**config.mk**
```make
export PLATFORM = sky130hd
export DESIGN_NAME = touch_key_press_detector
export DESIGN_NICKNAME = d
export VERILOG_FILES = /design/src/hdl/tkpd_pkg.sv /design/src/hdl/tkpd_csr.sv /design/src/hdl/tkpd_eval.sv /design/src/hdl/touch_key_press_detector.sv
export VERILOG_INCLUDE_DIRS = /design/src /design/src/hdl
export SDC_FILE = /design/constraint.sdc
export NUM_CORES = 2
export LEC_CHECK = 0
export BUFFER_PORTS_ARGS = -buffer_cell sky130_fd_sc_hd__clkbuf_2
export CORE_ASPECT_RATIO = 0.7
export CORE_MARGIN = 3
export CORE_UTILIZATION = 64
export CTS_CLUSTER_SIZE = 12
export DETAILED_ROUTE_END_ITERATION = 10
export HOLD_SLACK_MARGIN = 0.12
export MAX_ROUTING_LAYER = met4
export PLACE_DENSITY = 0.86
export SLEW_MARGIN = 5
export SYNTH_ARGS = -nofsm -noshare
export SYNTH_HDL_FRONTEND = slang
export SYNTH_SLANG_ARGS = --single-unit
```
**constraint.sdc**
```tcl
create_clock -name clock -period 12.8 [get_ports clock]
set_input_delay 1.92 -clock clock [delete_from_list [all_inputs] [get_ports clock]]
set_output_delay 1.92 -clock clock [all_outputs]
set_load 0.02 [all_outputs]
```
**src/hdl/touch_key_press_detector_macros.svh**
```systemverilog
// Assertion macros used by the touch key press detector RTL.
`ifndef TOUCH_KEY_PRESS_DETECTOR_MACROS_SVH
`define TOUCH_KEY_PRESS_DETECTOR_MACROS_SVH

// Same-cycle implication, checked on every rising clock edge outside reset.
`define TKPD_ASSERT_IMPL(lbl, clk, rst, ante, cons) \
   lbl: assert property (@(posedge clk) disable iff (rst) (ante) |-> (cons)) \
      else $error("tkpd assertion failed");

// Next-cycle implication, checked on every rising clock edge outside reset.
`define TKPD_ASSERT_NEXT(lbl, clk, rst, ante, cons) \
   lbl: assert property (@(posedge clk) disable iff (rst) (ante) |=> (cons)) \
      else $error("tkpd assertion failed");

`endif

```
**src/hdl/tkpd_pkg.sv**
```systemverilog
// Types, codes and constants of the touch key press detector.
package tkpd_pkg;

   localparam int NUM_CHANNELS_DEF = 16;
   localparam int CHAN_W = 4;
   localparam int VALUE_W = 16;
   localparam int RATIO_W = 8;
   localparam int CSR_IDX_W = 2;
   localparam int CSR_DATA_W = 16;

   localparam logic [RATIO_W-1:0] PRESS_RATIO_RESET = 8'd26;
   localparam logic [RATIO_W-1:0] RELEASE_RATIO_RESET = 8'd13;

   typedef enum logic [CSR_IDX_W-1:0] {
      CSR_CHANNEL_ENABLE = 2'd0,
      CSR_LOWPASS_ENABLE = 2'd1,
      CSR_PRESS_RATIO    = 2'd2,
      CSR_RELEASE_RATIO  = 2'd3
   } csr_index_type;

   typedef enum logic {
      OP_SAMPLE = 1'b0,
      OP_LOAD   = 1'b1
   } opcode_type;

   typedef struct packed {
      logic [VALUE_W-1:0] channel_enable;
      logic               lowpass_enable;
      logic [RATIO_W-1:0] press_ratio_q8;
      logic [RATIO_W-1:0] release_ratio_q8;
   } cfg_type;

   typedef struct packed {
      opcode_type         opcode;
      logic [CHAN_W-1:0]  channel;
      logic [VALUE_W-1:0] sample_value;
   } item_type;

endpackage

```
**src/hdl/tkpd_csr.sv**
```systemverilog
// Configuration register file of the touch key press detector.
module tkpd_csr (
   input  logic                                 clock,
   input  logic                                 reset,
   input  logic                                 csr_valid,
   output logic                                 csr_ready,
   input  logic [tkpd_pkg::CSR_IDX_W-1:0]       csr_index,
   input  logic [tkpd_pkg::CSR_DATA_W-1:0]      csr_wdata,
   output tkpd_pkg::cfg_type                    cfg
);

   tkpd_pkg::cfg_type cfg_ff;
   tkpd_pkg::cfg_type cfg_in;

   assign csr_ready = 1'b1;
   assign cfg = cfg_ff;

   always_comb begin
      cfg_in = cfg_ff;
      if (csr_valid) begin
         case (csr_index)
            tkpd_pkg::CSR_CHANNEL_ENABLE: begin
               cfg_in.channel_enable = csr_wdata;
            end
            tkpd_pkg::CSR_LOWPASS_ENABLE: begin
               cfg_in.lowpass_enable = csr_wdata[0];
            end
            tkpd_pkg::CSR_PRESS_RATIO: begin
               cfg_in.press_ratio_q8 = csr_wdata[tkpd_pkg::RATIO_W-1:0];
            end
            tkpd_pkg::CSR_RELEASE_RATIO: begin
               cfg_in.release_ratio_q8 = csr_wdata[tkpd_pkg::RATIO_W-1:0];
            end
            default: begin
               cfg_in = cfg_ff;
            end
         endcase
      end
   end

   always_ff @(posedge clock) begin
      if (reset) begin
         cfg_ff.channel_enable   <= '0;
         cfg_ff.lowpass_enable   <= 1'b0;
         cfg_ff.press_ratio_q8   <= tkpd_pkg::PRESS_RATIO_RESET;
         cfg_ff.release_ratio_q8 <= tkpd_pkg::RELEASE_RATIO_RESET;
      end else begin
         cfg_ff <= cfg_in;
      end
   end

endmodule

```
**src/hdl/tkpd_eval.sv**
```systemverilog
// Channel stores, threshold evaluation and result register.
`include "touch_key_press_detector_macros.svh"

module tkpd_eval #(
   parameter int NUM_CHANNELS = tkpd_pkg::NUM_CHANNELS_DEF
) (
   input  logic                              clock,
   input  logic                              reset,
   input  tkpd_pkg::cfg_type                 cfg,
   input  logic                              item_valid,
   input  tkpd_pkg::item_type                item,
   output logic                              take,
   output logic                              rsp_valid,
   input  logic                              rsp_stall,
   output logic [tkpd_pkg::VALUE_W-1:0]      rsp_pressed_keys,
   output logic                              rsp_any_pressed,
   output logic [tkpd_pkg::VALUE_W-1:0]      rsp_channel_value,
   output logic                              rsp_round_done
);

   localparam int IDX_W = (NUM_CHANNELS > 1) ? $clog2(NUM_CHANNELS) : 1;
   localparam int VW = tkpd_pkg::VALUE_W;
   localparam int PW = tkpd_pkg::VALUE_W + tkpd_pkg::RATIO_W;

   logic [VW-1:0]           filt_ff [NUM_CHANNELS];
   logic [VW-1:0]           base_ff [NUM_CHANNELS];
   logic [NUM_CHANNELS-1:0] key_status_ff;
   logic [NUM_CHANNELS-1:0] key_status_in;

   logic                    rsp_vld_ff;
   logic [VW-1:0]           pressed_ff;
   logic                    any_ff;
   logic [VW-1:0]           chv_ff;
   logic                    done_ff;

   logic                    in_range;
   logic                    is_sample;
   logic [IDX_W-1:0]        idx;
   logic [VW-1:0]           old_val;
   logic [VW-1:0]           base_val;
   logic [VW+1:0]           old_x3;
   logic [VW-1:0]           lp_val;
   logic [VW-1:0]           filt_in;
   logic                    neg_drop;
   logic [PW-1:0]           drop;
   logic [PW-1:0]           press_th;
   logic [PW-1:0]           release_th;
   logic                    press_hit;
   logic                    release_hit;
   logic [NUM_CHANNELS-1:0] en;
   logic [NUM_CHANNELS-1:0] ch_bit;
   logic [tkpd_pkg::CHAN_W-1:0] top_ch;
   logic [VW-1:0]           pressed_in;
   logic [VW-1:0]           chv_in;
   logic                    done_in;

   assign take = item_valid && (!rsp_vld_ff || !rsp_stall);

   assign in_range  = {1'b0, item.channel} < (tkpd_pkg::CHAN_W + 1)'(NUM_CHANNELS);
   assign is_sample = (item.opcode == tkpd_pkg::OP_SAMPLE);
   assign idx       = item.channel[IDX_W-1:0];
   assign old_val   = filt_ff[idx];
   assign base_val  = base_ff[idx];

   // old*3/4 + raw/16, never exceeds 16 bits
   assign old_x3  = {1'b0, old_val, 1'b0} + {2'b00, old_val};
   assign lp_val  = VW'(old_x3[VW+1:2]) + VW'(item.sample_value[VW-1:4]);
   assign filt_in = cfg.lowpass_enable ? lp_val : item.sample_value;

   assign neg_drop    = filt_in > base_val;
   assign drop        = {base_val - filt_in, 8'h00};
   assign press_th    = PW'(cfg.press_ratio_q8) * PW'(base_val);
   assign release_th  = PW'(cfg.release_ratio_q8) * PW'(base_val);
   assign press_hit   = !neg_drop && (drop >= press_th);
   assign release_hit = neg_drop || (drop <= release_th);

   assign en     = cfg.channel_enable[NUM_CHANNELS-1:0];
   assign ch_bit = NUM_CHANNELS'(1) << idx;

   always_comb begin
      top_ch = '0;
      for (int i = 0; i < NUM_CHANNELS; i++) begin
         if (en[i]) begin
            top_ch = tkpd_pkg::CHAN_W'(i);
         end
      end
   end

   always_comb begin
      key_status_in = key_status_ff;
      if (in_range && is_sample) begin
         if (press_hit) begin
            key_status_in = key_status_ff | ch_bit;
         end else if (release_hit) begin
            key_status_in = key_status_ff & ~ch_bit;
         end
      end
   end

   assign pressed_in = VW'(key_status_in & en);
   assign chv_in     = !in_range ? '0 : (is_sample ? filt_in : old_val);
   assign done_in    = in_range && is_sample && (en != '0) && (item.channel == top_ch);

   always_ff @(posedge clock) begin
      if (reset) begin
         key_status_ff <= '0;
         for (int i = 0; i < NUM_CHANNELS; i++) begin
            filt_ff[i] <= '0;
            base_ff[i] <= '1;
         end
      end else if (take) begin
         key_status_ff <= key_status_in;
         if (in_range) begin
            if (is_sample) begin
               filt_ff[idx] <= filt_in;
            end else begin
               base_ff[idx] <= item.sample_value;
            end
         end
      end
   end

   always_ff @(posedge clock) begin
      if (reset) begin
         rsp_vld_ff <= 1'b0;
      end else if (take) begin
         rsp_vld_ff <= 1'b1;
      end else if (!rsp_stall) begin
         rsp_vld_ff <= 1'b0;
      end
   end

   always_ff @(posedge clock) begin
      if (take) begin
         pressed_ff <= pressed_in;
         any_ff     <= (pressed_in != '0);
         chv_ff     <= chv_in;
         done_ff    <= done_in;
      end
   end

   assign rsp_valid         = rsp_vld_ff;
   assign rsp_pressed_keys  = pressed_ff;
   assign rsp_any_pressed   = any_ff;
   assign rsp_channel_value = chv_ff;
   assign rsp_round_done    = done_ff;

   `TKPD_ASSERT_NEXT(a_load_keeps_status, clock, reset, take && !is_sample, $stable(key_status_ff))
   `TKPD_ASSERT_NEXT(a_neg_drop_clears, clock, reset, take && is_sample && in_range && neg_drop, !key_status_ff[$past(idx)])
   `TKPD_ASSERT_NEXT(a_press_sets, clock, reset, take && is_sample && in_range && press_hit, key_status_ff[$past(idx)])
   `TKPD_ASSERT_IMPL(a_done_in_range, clock, reset, take && done_in, in_range && is_sample && en[idx])

endmodule

```
**src/hdl/touch_key_press_detector.sv**
```systemverilog
// Touch key press detector top level: input register, evaluation and configuration.
// A transaction is held in the input register, then its result is written to the result register.
// Throughput: one transaction per cycle while rsp_stall is low, set by the single pass from input to result register.
// Reset: synchronous, active high; value stores clear to zero, baselines to all ones.
// Configuration registers return to their listed defaults on reset.
module touch_key_press_detector #(
   parameter int NUM_CHANNELS = tkpd_pkg::NUM_CHANNELS_DEF
) (
   input  logic                              clock,
   input  logic                              reset,
   input  logic                              req_valid,
   output logic                              req_stall,
   input  logic                              req_opcode,
   input  logic [tkpd_pkg::CHAN_W-1:0]       req_channel,
   input  logic [tkpd_pkg::VALUE_W-1:0]      req_sample_value,
   output logic                              rsp_valid,
   input  logic                              rsp_stall,
   output logic [tkpd_pkg::VALUE_W-1:0]      rsp_pressed_keys,
   output logic                              rsp_any_pressed,
   output logic [tkpd_pkg::VALUE_W-1:0]      rsp_channel_value,
   output logic                              rsp_round_done,
   input  logic                              csr_valid,
   output logic                              csr_ready,
   input  logic [tkpd_pkg::CSR_IDX_W-1:0]    csr_index,
   input  logic [tkpd_pkg::CSR_DATA_W-1:0]   csr_wdata
);

   tkpd_pkg::cfg_type  cfg;
   tkpd_pkg::item_type item_ff;
   logic               in_vld_ff;
   logic               take;
   logic               accept;

   assign req_stall = in_vld_ff && !take;
   assign accept    = req_valid && !req_stall;

   always_ff @(posedge clock) begin
      if (reset) begin
         in_vld_ff <= 1'b0;
      end else if (accept) begin
         in_vld_ff <= 1'b1;
      end else if (take) begin
         in_vld_ff <= 1'b0;
      end
   end

   always_ff @(posedge clock) begin
      if (accept) begin
         item_ff.opcode       <= tkpd_pkg::opcode_type'(req_opcode);
         item_ff.channel      <= req_channel;
         item_ff.sample_value <= req_sample_value;
      end
   end

   tkpd_csr u_csr (
      .clock     (clock),
      .reset     (reset),
      .csr_valid (csr_valid),
      .csr_ready (csr_ready),
      .csr_index (csr_index),
      .csr_wdata (csr_wdata),
      .cfg       (cfg)
   );

   tkpd_eval #(
      .NUM_CHANNELS (NUM_CHANNELS)
   ) u_eval (
      .clock             (clock),
      .reset             (reset),
      .cfg               (cfg),
      .item_valid        (in_vld_ff),
      .item              (item_ff),
      .take              (take),
      .rsp_valid         (rsp_valid),
      .rsp_stall         (rsp_stall),
      .rsp_pressed_keys  (rsp_pressed_keys),
      .rsp_any_pressed   (rsp_any_pressed),
      .rsp_channel_value (rsp_channel_value),
      .rsp_round_done    (rsp_round_done)
   );

endmodule
```
==> impl_metrics.py <==
metrics = {
    "run_status": {
        "status": "finished with violations",
        "failed_checks": "design-rule violations",
    },
    "timing": {
        "rsz0062_at_grt": "false",
        "fmaxAchievable_mhz": 88.5,
        "hold_viol_final": 0,
        "final-setup-viol-count": 0,
        "worst_pin_slew_ps": 1390,
        "fin_crit_ps": 11290,
        "period_share_pct": 88.2,
        "setup_tns_ps": 0,
        "slew_viol_final": 0,
        "fin_ws_ps": 1510,
        "finClkSkew_ps": 15.3,
        "relSlewSlack_pct": 7.61,
    },
    "final_layout": {
        "stdcell_count": 3967,
        "area_delta_synth_final_pct": 7.18,
        "drive_above_1_share_pct": 16.0,
        "diodes": 0,
        "finish.net_count": 3568,
        "post-route-util_pct": 70.2,
        "fillers": 3778,
    },
    "die": {
        "die_area_um2": 61900,
        "fp-row-count": 73,
        "start_util_pct": 65.5,
        "num_io_pins": 81,
        "die_h_um": 209,
        "coreArea_um2": 57500,
        "die_w_um": 296,
    },
    "clock_tree": {
        "cts_tree": "done",
        "clock_sinks": 622,
        "root_buffer": "clkbuf_16",
        "htree_levels": 2,
        "cts_buffer_depth": 3,
        "postCtsSetupRepairBufs": 0,
        "clock_latency_ps": 610,
        "ctsResizeCount": 0,
        "ctsHoldBuffers": 0,
        "cts_buffers": 59,
        "clk_pin_slew_ps": 70,
    },
    "worst_setup_path": {
        "startpoint_type": "register",
        "max_stage_delay_ps": 1000,
        "slowest_stage": "dfxtp_4",
        "worstPathRequired_ps": 13270,
        "cp.arrival_ps": 11770,
        "cp_max_fo": 62,
        "crit_path_end_kind": "register",
        "worstSetupPathType": "register to register",
        "crit_path_frequent_cell": "ha_1",
    },
    "global_route": {
        "grt_pass1_vias": 26500,
        "grt_pass1_wl_mm": 158,
        "antenna_found_initial": 0,
        "grt_use_total_pct": 35.1,
        "grt_max_degree": 85,
        "overflow": 0,
    },
    "logic_synthesis": {
        "synth_edf_count": 567,
        "syn_inst": 3186,
        "yosysWarnings": 0,
        "synthTopCellsByArea": "edfxtp_1 (45%), mux4_2 (9.2%), fa_1 (9.1%)",
        "synth_top_area_cell": "edfxtp_1",
        "synth_cell_type_count": 71,
        "avgSynthCellArea_um2": 11.8,
        "syn-cell-area_um2": 37700,
        "synthArstFlopShare_pct": 0,
        "ys_seq_area_share_pct": 48.1,
        "syn_nets": 3566,
        "yosysMostFrequentCell": "edfxtp_1",
        "ys_ff_latch": 622,
        "synthFlopType": "edfxtp_1",
        "synth_top_area_share_pct": 45.2,
        "synth_common_cells": "edfxtp_1 (567), nor2_1 (344), nand2_1 (286)",
    },
    "placed_design": {
        "globalplace.congestion": 0.927,
        "place_ws_ps": 2010,
        "place_hpwl_mm": 70.4,
        "place_inst": 3877,
        "port_buffers": 79,
    },
    "power": {
        "powerDensity_nw_per_um2": 168,
        "p_leak_uw": 0.0147,
        "power_uw": 6790,
        "vdd_drop_max_v": 0.000139,
    },
    "drt": {
        "final_antenna_net_count": 0,
        "vias": 26700,
        "wl_per_cell_um": 26.4,
        "first_pass_iters": 10,
        "dr.first_iter.drc_count": 3892,
        "via_per_inst": 6.72,
        "wl_mm": 105,
        "drc": 1,
    },
    "run": {
        "max_cap_violations": 0,
    },
    "worst_hold_path": {
        "hold_class": "register to register",
    },
}
-- per-layer routing --
metal	global-route usage [%]	part of all wire (%)	wire [um]
met1	51.0	38	39700
met2	48.6	43	44700
met3	9.51	16	16500
met4	11.1	3.5	3690
met5	-	0	0
-- sequential cells by signal (all words and copies together) (netlist names), named ones only --
register                  cells
u_eval.rsp_round_done         1
u_eval.rsp_channel_value     16
u_eval.rsp_valid              1
item_ff                      21
u_csr.cfg                    33
in_vld_ff                     1
u_eval.rsp_pressed_keys      16
u_eval.filt_ff              256
u_eval.rsp_any_pressed        1
u_eval.key_status_ff         16
u_eval.base_ff              256
-- path summary, 6_finish.rpt --
kind,cells past startpoint,end,startpoint,slack (ps)
worst min register to register,2,u_eval.key_status_ff[15],u_eval.key_status_ff[15],470
worst max-delay path,35,u_eval.rsp_any_pressed,register,1510
worst min-delay path,2,u_eval.key_status_ff[15],u_eval.key_status_ff[15],470
worst max register to register,35,u_eval.rsp_any_pressed,register,1510
-- placed cells by master (no fill, tap or decap), types with 22 or more instances in the layout --
cell / n
nor3_1: 28
nand2_1: 286
or2_2: 132
o21ai_0: 76
edfxtp_1: 567
xor2_1: 29
buf_4: 43
a21o_1: 30
nand2b_1: 70
clkbuf_16: 60
clkbuf_2: 79
dfxtp_1: 52
inv_1: 243
fa_1: 171
a21oi_1: 120
or3_1: 102
clkbuf_1: 22
xnor2_1: 39
mux4_2: 154
nor2_1: 344
nand3_1: 44
ha_1: 165
and2_1: 146
-- layout make-up --
class	instances	area, um2	share of cell area, %
Clock buffer	85	1630	4.02
Inverter	243	912	2.26
Clock inverter	5	46.3	0.115
Multi-Input combinational cell	2138	18000	44.5
Sequential cell	622	18100	44.9
Tap cell	750	938	2.32
Timing Repair Buffer	124	758	1.88
-- logic make-up after synthesis --
kind of cell    after synthesis  synth area share [%]
xor+xnor                     68                  1.58
buf+inv                     426                  4.35
mux                         177                  9.89
compound gates              330                  5.50
fa+ha+maj                   336                  14.6
simple gates               1226                  16.0
other cells                   1               0.00995
flops                       622                  48.1
-- power breakdown --
| part | switching, uW | internal [uW] |
|---|---|---|
| combinational | 1670 | 1180 |
| sequential | 59.6 | 2270 |
| clock | 741 | 869 |
-- worst max-delay path, delay by kind of cell (launching register included) --
family	cells	cell delay [ps]
XOR/XNOR	2	300
multiplexers	3	1630
buffers and inverters	1	740
AO/OA/AOI/OAI	14	4160
flip-flops	1	1000
AND/OR/NAND/NOR	11	1860
adder cells (fa/ha/maj)	4	1420
-- per-stage QoR --
step           hold WS, ps  area, um2
2_1_floorplan          446      37700
3_3_place_gp           455      38700
3_5_place_dp           462      38700
4_1_cts                470      40400
5_1_grt                492      40400
6_report               472      40400
No activity file was read; power rests on OpenSTA's default activity.
